[src/rtl/sid_pkg.sv]
package sid_pkg;

  // Field widths fixed by the interface.
  localparam int SAMPLE_W = 32;
  localparam int THRESH_W = 31;
  localparam int RUN_W    = 32;
  localparam int CFG_W    = 32;

  // Defaults for the top-level parameters.
  localparam int INDEX_BITS_DEF  = 32;
  localparam int SAMPLE_BITS_DEF = 32;

  localparam logic [RUN_W-1:0]    MIN_RUN_RESET = RUN_W'(4802);
  localparam logic [THRESH_W-1:0] THRESH_RESET  = '0;

  // Configuration register indexes.
  typedef enum logic [0:0] {
    CFG_QUIET_THRESHOLD = 1'b0,
    CFG_MIN_RUN_LENGTH  = 1'b1
  } cfg_index_t;

  typedef struct packed {
    logic signed [SAMPLE_W-1:0] sample_value;
    logic                       last_sample;
  } in_req_t;

  typedef struct packed {
    logic [RUN_W-1:0] run_start;
    logic [RUN_W-1:0] run_end;
  } out_req_t;

endpackage

[src/rtl/silence_interval_detector.sv]
// Channel  | Ports                         | Carries
// ---------+-------------------------------+------------------------------------------
// input    | in_valid, in_stall, in_data   | one audio sample and its last-sample mark
// result   | out_valid, out_stall, out_data| first and last index of a silence interval
// config   | cfg_we, cfg_index, cfg_data   | quiet threshold, minimum run length
//
// A sample's result, if it has one, goes from the input register to the result
// register, where it waits until it is taken. One sample is accepted per cycle
// unless a stalled result holds it back; the limit is the single run counter update.
// Reset (rst_n low, synchronous) clears the index, the open run and both
// valid flags, and loads the register defaults.
// A stalled result only holds back samples that would produce another result.
module silence_interval_detector import sid_pkg::*; #(
  parameter int INDEX_BITS  = INDEX_BITS_DEF,
  parameter int SAMPLE_BITS = SAMPLE_BITS_DEF
) (
  input  logic             clk,
  input  logic             rst_n,

  input  logic             in_valid,
  output logic             in_stall,
  input  in_req_t          in_data,

  output logic             out_valid,
  input  logic             out_stall,
  output out_req_t         out_data,

  input  logic             cfg_we,
  input  cfg_index_t       cfg_index,
  input  logic [CFG_W-1:0] cfg_data
);

  // Configuration registers.
  logic [THRESH_W-1:0] quiet_threshold_r;
  logic [RUN_W-1:0]    min_run_length_r;

  always_ff @(posedge clk) begin
    if (!rst_n) begin
      quiet_threshold_r <= THRESH_RESET;
      min_run_length_r  <= MIN_RUN_RESET;
    end else if (cfg_we) begin
      unique case (cfg_index)
        CFG_QUIET_THRESHOLD: quiet_threshold_r <= cfg_data[THRESH_W-1:0];
        CFG_MIN_RUN_LENGTH:  min_run_length_r  <= cfg_data[RUN_W-1:0];
        default:             ;
      endcase
    end
  end

  // The magnitude is worked out ahead of the input register, so the stage
  // after it only has the threshold compare and the run counter update.
  logic [SAMPLE_BITS-2:0] in_magnitude;

  sid_magnitude #(
    .SAMPLE_BITS(SAMPLE_BITS)
  ) u_magnitude (
    .sample    (in_data.sample_value[SAMPLE_BITS-1:0]),
    .magnitude (in_magnitude)
  );

  logic                   s1_valid_r;
  logic                   s1_valid_nxt;
  logic [SAMPLE_BITS-2:0] s1_mag_r;
  logic                   s1_last_r;
  logic                   s1_adv;
  logic                   in_accept;

  // Run tracking state.
  logic [INDEX_BITS-1:0] sample_index_r, sample_index_nxt;
  logic                  run_active_r, run_active_nxt;
  logic [INDEX_BITS-1:0] run_begin_r, run_begin_nxt;
  logic [RUN_W-1:0]      run_count_r, run_count_nxt;

  logic                  quiet;
  logic [RUN_W-1:0]      count_step;
  logic                  res_valid;
  out_req_t              res;

  logic                  out_valid_r, out_valid_nxt;
  out_req_t              out_data_r;

  assign quiet = RUN_W'(s1_mag_r) <= RUN_W'(quiet_threshold_r);

  // Length of the run including this sample when it is quiet; saturates.
  always_comb begin
    if (!run_active_r) begin
      count_step = RUN_W'(1);
    end else if (run_count_r == '1) begin
      count_step = run_count_r;
    end else begin
      count_step = run_count_r + RUN_W'(1);
    end
  end

  // A run closes at a loud sample (ending one index earlier) or at a quiet
  // last sample (ending here). It is reported only if long enough.
  always_comb begin
    res.run_start = run_active_r ? 32'(run_begin_r) : 32'(sample_index_r);
    if (quiet) begin
      res_valid   = s1_last_r && (count_step >= min_run_length_r);
      res.run_end = 32'(sample_index_r);
    end else begin
      res_valid   = run_active_r && (run_count_r >= min_run_length_r);
      res.run_end = 32'(sample_index_r - INDEX_BITS'(1));
    end
  end

  always_comb begin
    run_active_nxt   = run_active_r;
    run_begin_nxt    = run_begin_r;
    run_count_nxt    = run_count_r;
    sample_index_nxt = sample_index_r;
    if (s1_adv) begin
      run_active_nxt   = quiet && !s1_last_r;
      run_count_nxt    = (quiet && !s1_last_r) ? count_step : '0;
      if (quiet && !run_active_r) begin
        run_begin_nxt = sample_index_r;
      end
      sample_index_nxt = s1_last_r ? '0 : sample_index_r + INDEX_BITS'(1);
    end
  end

  // The sample in the input register moves on unless it has a result and the
  // result register is still occupied by one the consumer has not taken.
  assign s1_adv    = s1_valid_r && (!res_valid || !out_valid_r || !out_stall);
  assign in_stall  = s1_valid_r && !s1_adv;
  assign in_accept = in_valid && !in_stall;

  assign s1_valid_nxt = in_accept || (s1_valid_r && !s1_adv);

  always_comb begin
    out_valid_nxt = out_valid_r;
    if (out_valid_r && !out_stall) begin
      out_valid_nxt = 1'b0;
    end
    if (s1_adv && res_valid) begin
      out_valid_nxt = 1'b1;
    end
  end

  always_ff @(posedge clk) begin
    if (!rst_n) begin
      s1_valid_r     <= 1'b0;
      out_valid_r    <= 1'b0;
      sample_index_r <= '0;
      run_active_r   <= 1'b0;
      run_begin_r    <= '0;
      run_count_r    <= '0;
    end else begin
      s1_valid_r     <= s1_valid_nxt;
      out_valid_r    <= out_valid_nxt;
      sample_index_r <= sample_index_nxt;
      run_active_r   <= run_active_nxt;
      run_begin_r    <= run_begin_nxt;
      run_count_r    <= run_count_nxt;
    end
  end

  always_ff @(posedge clk) begin
    if (in_accept) begin
      s1_mag_r  <= in_magnitude;
      s1_last_r <= in_data.last_sample;
    end
    if (s1_adv && res_valid) begin
      out_data_r <= res;
    end
  end

  assign out_valid = out_valid_r;
  assign out_data  = out_data_r;

  // An open run always holds at least one sample, a closed one none.
  a_run_count_consistent: assert property (@(posedge clk) disable iff (!rst_n)
    (run_active_r == (run_count_r != '0)))
    else $error("run count disagrees with run_active");

  // The index restarts after the last sample of a recording.
  a_index_restart: assert property (@(posedge clk) disable iff (!rst_n)
    (s1_adv && s1_last_r) |=> (sample_index_r == '0 && !run_active_r))
    else $error("index or run not cleared after last sample");

  // A held sample is not dropped from the input register.
  a_s1_hold: assert property (@(posedge clk) disable iff (!rst_n)
    (s1_valid_r && !s1_adv) |=> s1_valid_r)
    else $error("held sample lost");

  // A new result never overwrites one that is still waiting.
  a_no_overwrite: assert property (@(posedge clk) disable iff (!rst_n)
    (out_valid_r && out_stall) |-> !(s1_adv && res_valid))
    else $error("result overwritten while stalled");

endmodule

[src/rtl/sid_magnitude.sv]
module sid_magnitude import sid_pkg::*; #(
  parameter int SAMPLE_BITS = SAMPLE_BITS_DEF
) (
  input  logic [SAMPLE_BITS-1:0] sample,
  output logic [SAMPLE_BITS-2:0] magnitude
);

  logic [SAMPLE_BITS-1:0] negated;

  assign negated = ~sample + SAMPLE_BITS'(1);

  // The most negative value has no positive twin and saturates to all ones.
  always_comb begin
    if (!sample[SAMPLE_BITS-1]) begin
      magnitude = sample[SAMPLE_BITS-2:0];
    end else if (sample[SAMPLE_BITS-2:0] == '0) begin
      magnitude = '1;
    end else begin
      magnitude = negated[SAMPLE_BITS-2:0];
    end
  end

endmodule

[config.mk]
export PLATFORM = sky130hd
export DESIGN_NAME = silence_interval_detector
export DESIGN_NICKNAME = d
export VERILOG_FILES = /design/src/rtl/sid_pkg.sv /design/src/rtl/silence_interval_detector.sv /design/src/rtl/sid_magnitude.sv
export SDC_FILE = /design/constraint.sdc
export NUM_CORES = 1
export LEC_CHECK = 0
export ABC_CLOCK_PERIOD_IN_PS = 23200
export BUFFER_PORTS_ARGS = -buffer_cell sky130_fd_sc_hd__buf_2
export CORE_ASPECT_RATIO = 1.2
export CORE_MARGIN = 5
export CORE_UTILIZATION = 52
export CTS_BUF_LIST = sky130_fd_sc_hd__clkbuf_8
export DETAILED_ROUTE_END_ITERATION = 10
export HOLD_SLACK_MARGIN = 0.15
export MAX_ROUTING_LAYER = met4
export PLACE_DENSITY_LB_ADDON = 0.08
export SLEW_MARGIN = 15
export SYNTH_ARGS = -nofsm -noshare
export SYNTH_HDL_FRONTEND = slang
export SYNTH_SLANG_ARGS = --single-unit
[constraint.sdc]
create_clock -name clk -period 23.2 [get_ports clk]
set_input_delay 6.96 -clock clk [delete_from_list [all_inputs] [get_ports clk]]
set_output_delay 6.96 -clock clk [all_outputs]
set_load 0.05 [all_outputs]
== Word-level counts from Yosys, hierarchy flattened ==
Index checks and enable logic that the tools add are counted.

* Register bits after elaboration: 258
* Input port bits: 71
* Logic and storage cells: 57

* Add/sub/neg operators: 4
* $lt $le $gt $ge: 3
* Eq/ne operators: 1
* Muxes and demuxes: 11
* Bitwise logic cells: 2
* Reduce and logical (&&, ||, !) cells: 24

{| class="wikitable"
|+ Operator list
! operator !! count
|-
| $mux W32 || 6
|-
| $add A32 B1 Y32 const B || 2
|-
| $ge A32 B32 Y1 || 2
|-
| $mux W31 || 2
|-
| $eq A32 B32 Y1 const B || 1
|-
| $sub A32 B1 Y32 const B || 1
|-
| $add A31 B1 Y31 const B || 1
|-
| $le A31 B31 Y1 || 1
|-
| $logic_not A31 Y1 || 1
|-
| $not A31 Y31 || 1
|-
| $logic_and A1 B1 Y1 || 9
|-
| $logic_not A1 Y1 || 7
|-
| $reduce_and A2 Y1 || 3
|-
| $logic_or A1 B1 Y1 || 3
|-
| $mux W1 || 3
|-
| $reduce_bool A2 Y1 || 1
|-
| $not A1 Y1 || 1
|}

== Logic depth before layout (Yosys ltp) ==
Gate-level depths: netlist of run 1.

* Depth in word-level cells: 15
* Depth in mapped cells: 22
* Depth with buffers taken out: 18

== Modules after synthesis ==
From an unflattened synthesis of run 1, not the netlist that was laid out.

* Cell total of the unflattened synthesis: 1569
* Area, all modules: 14659.1 um2

{| class="wikitable"
|+ By module, submodules not included
! module !! times used !! cells an instance !! area an instance (um2) !! sequential area each (um2)
|-
| silence_interval_detector || 1 || 1426 || 13736.9 || 6125.9
|-
| sid_magnitude || 1 || 143 || 922.1 || 0.0
|}

== Worst setup path before layout of run 1 ==
Ideal clock, no wire load.

* Path type: input port to output port
* From: input out_stall
* To: output in_stall
* Arrival time: 8.195 ns
* Data required time: 16.240 ns
* Setup slack: 8.045 ns
* Stages on the path: 2
* Buffers on the path: 0
* Cells stage by stage: nand2_1 nor3_1

* Cells in the longest elaborated chain, start to end: 5

{| class="wikitable"
|+ Ends and longest elaborated chain
! element !! RTL line !! text
|-
| start, declared || silence_interval_detector.sv:25 || <nowiki>input logic out_stall,</nowiki>
|-
| $logic_not A1 Y1 || silence_interval_detector.sv:125 || <nowiki>assign s1_adv = s1_valid_r && (!res_valid || !out_valid_r || !out_stall);</nowiki>
|-
| $logic_or A1 B1 Y1 || silence_interval_detector.sv:125 ||
|-
| $logic_and A1 B1 Y1 || silence_interval_detector.sv:125 ||
|-
| $logic_not A1 Y1 || silence_interval_detector.sv:126 || <nowiki>assign in_stall = s1_valid_r && !s1_adv;</nowiki>
|-
| $logic_and A1 B1 Y1 || silence_interval_detector.sv:126 ||
|-
| end, declared || silence_interval_detector.sv:21 || <nowiki>output logic in_stall,</nowiki>
|}

No other way between the ends.

== Final worst setup path of run 1 ==
Ends and elaborated chain as after synthesis.

==> results of run 1 <==
[kinds of logic (layout without fill, tap and decap cells)]
kind of cell	after synthesis	in the layout
xor+xnor	91	91
compound gates	296	296
flops	258	258
other cells	0	1
fa+ha+maj	99	99
mux	31	31
buf+inv	168	299
simple gates	599	599
[synth_stat cells, drive strengths merged (10+ instances only)]
master  instances
nor2b          43
o31ai          13
a21boi         64
or4            16
a21oi          56
nand2         243
nor2           58
inv            75
nand3          68
a22oi          31
and3           14
nand3b         10
clkbuf         78
buf            14
o21ai          83
xor2           59
xnor2          32
ha             99
nand4          31
dfxtp         162
or3            23
edfxtp         96
and2           29
mux2           29
nor3           22
nor4           19
[critical path, delay by kind of cell]
kind / cells / cell delay (ns)
simple gates: 2 / 0.45
buf+inv: 2 / 0.43
[worst min-delay path by stage]
stage                                              to  slack [ns]  cells past startpoint
finish              min_run_length_r[11]$_SDFFE_PN0P_        0.46                      2
global route        min_run_length_r[14]$_SDFFE_PN0P_        0.48                      2
CTS                 min_run_length_r[14]$_SDFFE_PN0P_        0.47                      2
detailed placement       run_begin_r[20]$_SDFFE_PN0P_        0.46                      2
global placement         run_begin_r[26]$_SDFFE_PN0P_        0.45                      2
floorplan                run_begin_r[10]$_SDFFE_PN0P_        0.44                      2
[registers in the layout (all words and copies together) (netlist names)]
register and flops:
run_count_r 32, min_run_length_r 32, s1_valid_r 1, sample_index_r 32, run_begin_r 32, s1_last_r 1
s1_mag_r 31, out_data 64, quiet_threshold_r 31, run_active_r 1, out_valid 1
[per-layer routing]
layer  share of wire, %  track usage, %
met5                  0               -
met4                3.1            6.79
met3                5.2            3.81
met2                 48            36.1
met1                 43            24.7
[power by group through the flow]
stage               clock (W)  sequential, W  combinational, W
floorplan                   0       0.000498         0.0000754
global placement            0       0.000501          0.000103
detailed placement          0       0.000501          0.000106
CTS                  0.000429       0.000491          0.000107
global route         0.000447       0.000492          0.000120
finish               0.000415       0.000491          0.000105
[metrics by stage]
stage / cells / power, W
global route: 2014 / 0.00106
detailed placement: 1937 / 0.000607
finish: 2014 / 0.00101
global placement: 1937 / 0.000604
CTS: 2013 / 0.00103
floorplan: 1542 / 0.000574
[area by class of cell]
class,count,area [um^2]
Tap cell,340,425
Timing Repair Buffer,147,766
Multi-Input combinational cell,1116,7320
Clock inverter,27,220
Sequential cell,258,6130
Clock buffer,49,674
Inverter,76,285
Antenna cell,1,2.50
Fill cell,2487,11100
==> flow_metrics.tcl, run 1 <==
set metrics [dict create \
    ys_seq_elements 258 \
    portBuffers 136 \
    synth_adder_area_share_pct 8.81 \
    clk_latency_ns 0.54 \
    antenna_found_initial 1 \
    synth_mux_area_share_pct 2.47 \
    cap_viol_max_count 0 \
    setup_viol 0 \
    start_util_pct 52.2 \
    cts-htree-levels 2 \
    worstPathCellList "buf_2 > nand2_1 > nor3_1 > buf_2" \
    drive_gt1_share_pct 15.5 \
    rr_worst_depth 17 \
    max-vdd-ir-drop_uv 35.5 \
    routabilityCongestion 0.869 \
    die-height_um 190 \
    drcViolationCount 0 \
    placementRows 66 \
    fmax_mhz 67.5 \
    grt_overflow 0 \
    place_hpwl_um 22100 \
    p_clk_share_pct 41.0 \
    tritoncts "yes" \
    grt_usage_pct 20.8 \
    synth_edf_count 96 \
    worstHoldStart "min_run_length_r[11]$_SDFFE_PN0P_" \
    ant_nets 0 \
    grt_max_degree 92 \
    critPathArrivalTime_ns 7.85 \
    ys_warn_count 0 \
    p_leak_nw 6.27 \
    hold_viol_final 0 \
    p_int_w 0.000762 \
    die_w_um 160 \
    synth_area_per_cell_um2 9.11 \
    core-area_mm2 0.0269 \
    powerDensity_mw_per_mm2 64.0 \
    final_common_cell "nand2_1" \
    endpoint "in_stall" \
    firstDrtPassIters 4 \
    cts_buffers 42 \
    dpl_cell_area_mm2 0.0149 \
    drt_iter0_markers 409 \
    endpoint_kind "output pin" \
    maxSlewViolCount 0 \
    final_cell_mix "nand2_1, dfxtp_1, buf_2" \
    cts_root_buf "clkbuf_8" \
    synth_top_family_by_area "simple AND/OR/NAND/NOR gates" \
    grt_pass1_wl_um 51900 \
    vias_per_cell 5.49 \
    holdCritPathClass "flip-flop to flip-flop" \
    r2r_start "run_count_r[25]$_SDFFE_PN0P_" \
    synth_compound_area_share_pct 13.4 \
    syn_to_final_growth_pct 12.6 \
    cts.sinks 258 \
    synthCells 1542 \
    wl_per_cell_um 15.4 \
    cts.repair.resized 0 \
    crit_top_cell "buf_2" \
    combPwrFrac_pct 10.4 \
    finalInstanceArea_mm2 0.0158 \
    synth_top_area_cell "dfxtp_1" \
    ys_seq_area_share_pct 43.6 \
    startpoint_type "input port" \
    ctsHoldBuffers 0 \
    reg2reg_setup_slack_ns 17.32 \
    synthTopCellsByArea "dfxtp_1, edfxtp_1, ha_1" \
    critical_path.max_stage_delay_ns 0.38 \
    tightest_slew_ns 1.06 \
    period_share_pct 63.9 \
    status "completed" \
    finalCoreUtilization_pct 58.8 \
    dieArea_mm2 0.0304 \
    clockBufferDepth 3 \
    skew_ns 0.0149 \
    synthSimpleGateAreaFrac_pct 21.5 \
    synth_area_mm2 0.0141 \
    fin_nets 1811 \
    drt_wl_total_um 31000 \
    post-place-ws_ns 8.39 \
    synth.distinct_cells 63 \
    worstPathRequired_ns 16.24 \
    first_global_vias 10758 \
    pwr-share-seq_pct 48.6 \
    critPathKind "input port to output pin" \
    timing.rr.end "out_data[60]$_DFFE_PP_" \
    route.vias.total 11052 \
    synth-xor-area-share_pct 5.67 \
    io-pin-count 137 \
    async_reset_ff_share_pct 0 \
    fin_ws_ns 8.39 \
    fin_crit_ns 14.81 \
    cp_slowest_cell "nor3_1" \
    synth_top_cell_area_share_pct 23.1 \
    final.setup.tns_ns 0 \
    rsz0062_at_grt "false" \
    p_switching_w 0.000250 \
    post-cts-setup-buffers 0 \
    clk_pin_slew_ns 0.06 \
    crit_path_start "out_stall" \
    synth_nets 1712 \
    crit_fanout 3 \
    relSlewSlack_pct 29.0 \
    hold_ws_ns 0.462 \
    swShare_pct 24.7 \
    synth_flop_cell "dfxtp_1" \
]
(Power assumes the default switching activity.)
==> run 2: changes to the inputs <==
--- a/config.mk
+++ b/config.mk
@@ -5,7 +5,7 @@
 export SDC_FILE = /design/constraint.sdc
 export NUM_CORES = 1
 export LEC_CHECK = 0
-export ABC_CLOCK_PERIOD_IN_PS = 23200
+export ABC_CLOCK_PERIOD_IN_PS = 14400
 export BUFFER_PORTS_ARGS = -buffer_cell sky130_fd_sc_hd__buf_2
 export CORE_ASPECT_RATIO = 1.2
 export CORE_MARGIN = 5
==> constraint.sdc (replaced) <==
create_clock -name clk -period 14.4 [get_ports clk]
set_input_delay 4.32 -clock clk [delete_from_list [all_inputs] [get_ports clk]]
set_output_delay 4.32 -clock clk [all_outputs]
set_load 0.05 [all_outputs]
==> flow_metrics.tcl, run 2 (synthesis gave the netlist of run 1 again) <==
set metrics [dict create \
    status "completed" \
    endpoint_kind "output pin" \
    placementRows 66 \
    clk_latency_ns 0.54 \
    grt_overflow 0 \
    ant_nets 0 \
    endpoint "in_stall" \
    final_common_cell "nand2_1" \
    post-cts-setup-buffers 0 \
    cts.sinks 258 \
    finalInstanceArea_mm2 0.0157 \
    nFillCells 2529 \
    antenna_found_initial 0 \
    maxSlewViolCount 0 \
    firstDrtPassIters 5 \
    fin_crit_ns 9.60 \
    p_leak_nw 6.23 \
    grt_usage_pct 20.9 \
    hold_viol_final 0 \
    setup_viol 0 \
    route.vias.total 10904 \
    start_util_pct 52.2 \
    fin_nets 1811 \
    skew_ns 0.0193 \
    grt_pass1_wl_um 52000 \
    cts-htree-levels 2 \
    wl_per_cell_um 15.4 \
    first_global_vias 10686 \
    cts_root_buf "clkbuf_8" \
    final.setup.tns_ns 0 \
    drt_iter0_markers 458 \
    vias_per_cell 5.42 \
    ctsHoldBuffers 0 \
    r2r_start "run_count_r[25]$_SDFFE_PN0P_" \
    cts.repair.resized 0 \
    crit_path_start "run_count_r[25]$_SDFFE_PN0P_" \
    power.total_w 0.00155 \
    diodes 0 \
    powerDensity_mw_per_mm2 98.9 \
    die_w_um 160 \
    fmax_mhz 104 \
    largest_reg_flops 64 \
    worstPathRequired_ns 10.08 \
    routabilityCongestion 0.864 \
    portBuffers 136 \
    grt_max_degree 93 \
    critPathKind "flip-flop to output pin" \
    drive_gt1_share_pct 15.3 \
    crit_fanout 16 \
    dieArea_mm2 0.0304 \
    timing.rr.end "out_data[36]$_DFFE_PP_" \
    max-vdd-ir-drop_uv 54.2 \
    die-height_um 190 \
    startpoint_type "flip-flop" \
    holdCritPathClass "flip-flop to flip-flop" \
    cap_viol_max_count 0 \
    final_cell_mix "nand2_1, dfxtp_1, buf_2" \
    syn_to_final_growth_pct 11.8 \
    clockBufferDepth 3 \
    tightest_slew_ns 1.04 \
    place_hpwl_um 22200 \
    dpl_cell_area_mm2 0.0149 \
    rr_worst_depth 18 \
    rsz0062_at_grt "false" \
    tritoncts "yes" \
    clk_pin_slew_ns 0.06 \
    relSlewSlack_pct 29.8 \
    reg2reg_setup_slack_ns 8.48 \
    io-pin-count 137 \
    drcViolationCount 0 \
    period_share_pct 66.7 \
    cts_buffers 41 \
    critPathArrivalTime_ns 5.28 \
    core-area_mm2 0.0269 \
    drt_wl_total_um 31100 \
]
[run 2: layout make-up]
cell class | count | area (um^2) | area share [%]
sequential | 258 | 6130 | 39.0
timing repair buffer | 148 | 773 | 4.92
clock inverter | 30 | 160 | 1.02
multi-input combinational | 1116 | 7310 | 46.6
inverter | 76 | 285 | 1.82
clock buffer | 45 | 619 | 3.94
tap | 340 | 425 | 2.71
[run 2: metrics by stage]
step	utilization (%)	cells	hold slack (ns)	setup WS, ns
2_1_floorplan	-	1542	0.438	4.52
3_3_place_gp	55.4	1938	0.447	4.87
3_5_place_dp	55.4	1938	0.455	4.87
4_1_cts	58.3	2013	0.469	4.81
5_1_grt	58.3	2013	0.488	4.52
6_report	58.3	2013	0.464	4.80
[run 2: critical path, cell delays in order (launching register included)]
cell	delay [ns]
dfxtp_1	0.46
and4_1	0.24
and2_1	0.17
nand4_1	0.28
nor4_2	0.36
buf_4	0.27
or4_1	0.17
nor2_1	0.06
xnor2_1	0.18
nor2b_1	0.07
ha_1	0.30
nand4_1	0.11
or4_1	0.45
or3_1	0.33
o21bai_1	0.23
mux2i_1	0.22
nor3_1	0.48
buf_2	0.35
[run 2: worst min path at each step]
stage	startpoint	to	slack [ns]	cells past startpoint
CTS	quiet_threshold_r[17]$_SDFFE_PN0P_	quiet_threshold_r[17]$_SDFFE_PN0P_	0.47	2
finish	min_run_length_r[16]$_SDFFE_PN0P_	min_run_length_r[16]$_SDFFE_PN0P_	0.46	2
floorplan	run_begin_r[10]$_SDFFE_PN0P_	run_begin_r[10]$_SDFFE_PN0P_	0.44	2
global route	min_run_length_r[15]$_SDFFE_PN0P_	min_run_length_r[15]$_SDFFE_PN0P_	0.49	2
detailed placement	run_begin_r[15]$_SDFFE_PN0P_	run_begin_r[15]$_SDFFE_PN0P_	0.46	2
global placement	run_begin_r[20]$_SDFFE_PN0P_	run_begin_r[20]$_SDFFE_PN0P_	0.45	2
[run 2: where the power goes]
part	internal [W]	switching, W
clock	0.000307	0.000284
combinational	0.0000635	0.000106
sequential	0.000782	0.0000102
total	0.00115	0.000400
[run 2: routing by layer]
metal  routed length [um]  vias to the layer above  global-route usage [%]
met5                    0                        -                       -
met3                 1440                       64                    2.99
met1                13600                     4980                    24.9
met2                15000                      223                    36.4
li1                     -                     5637                       -
met4                 1040                        0                    7.15
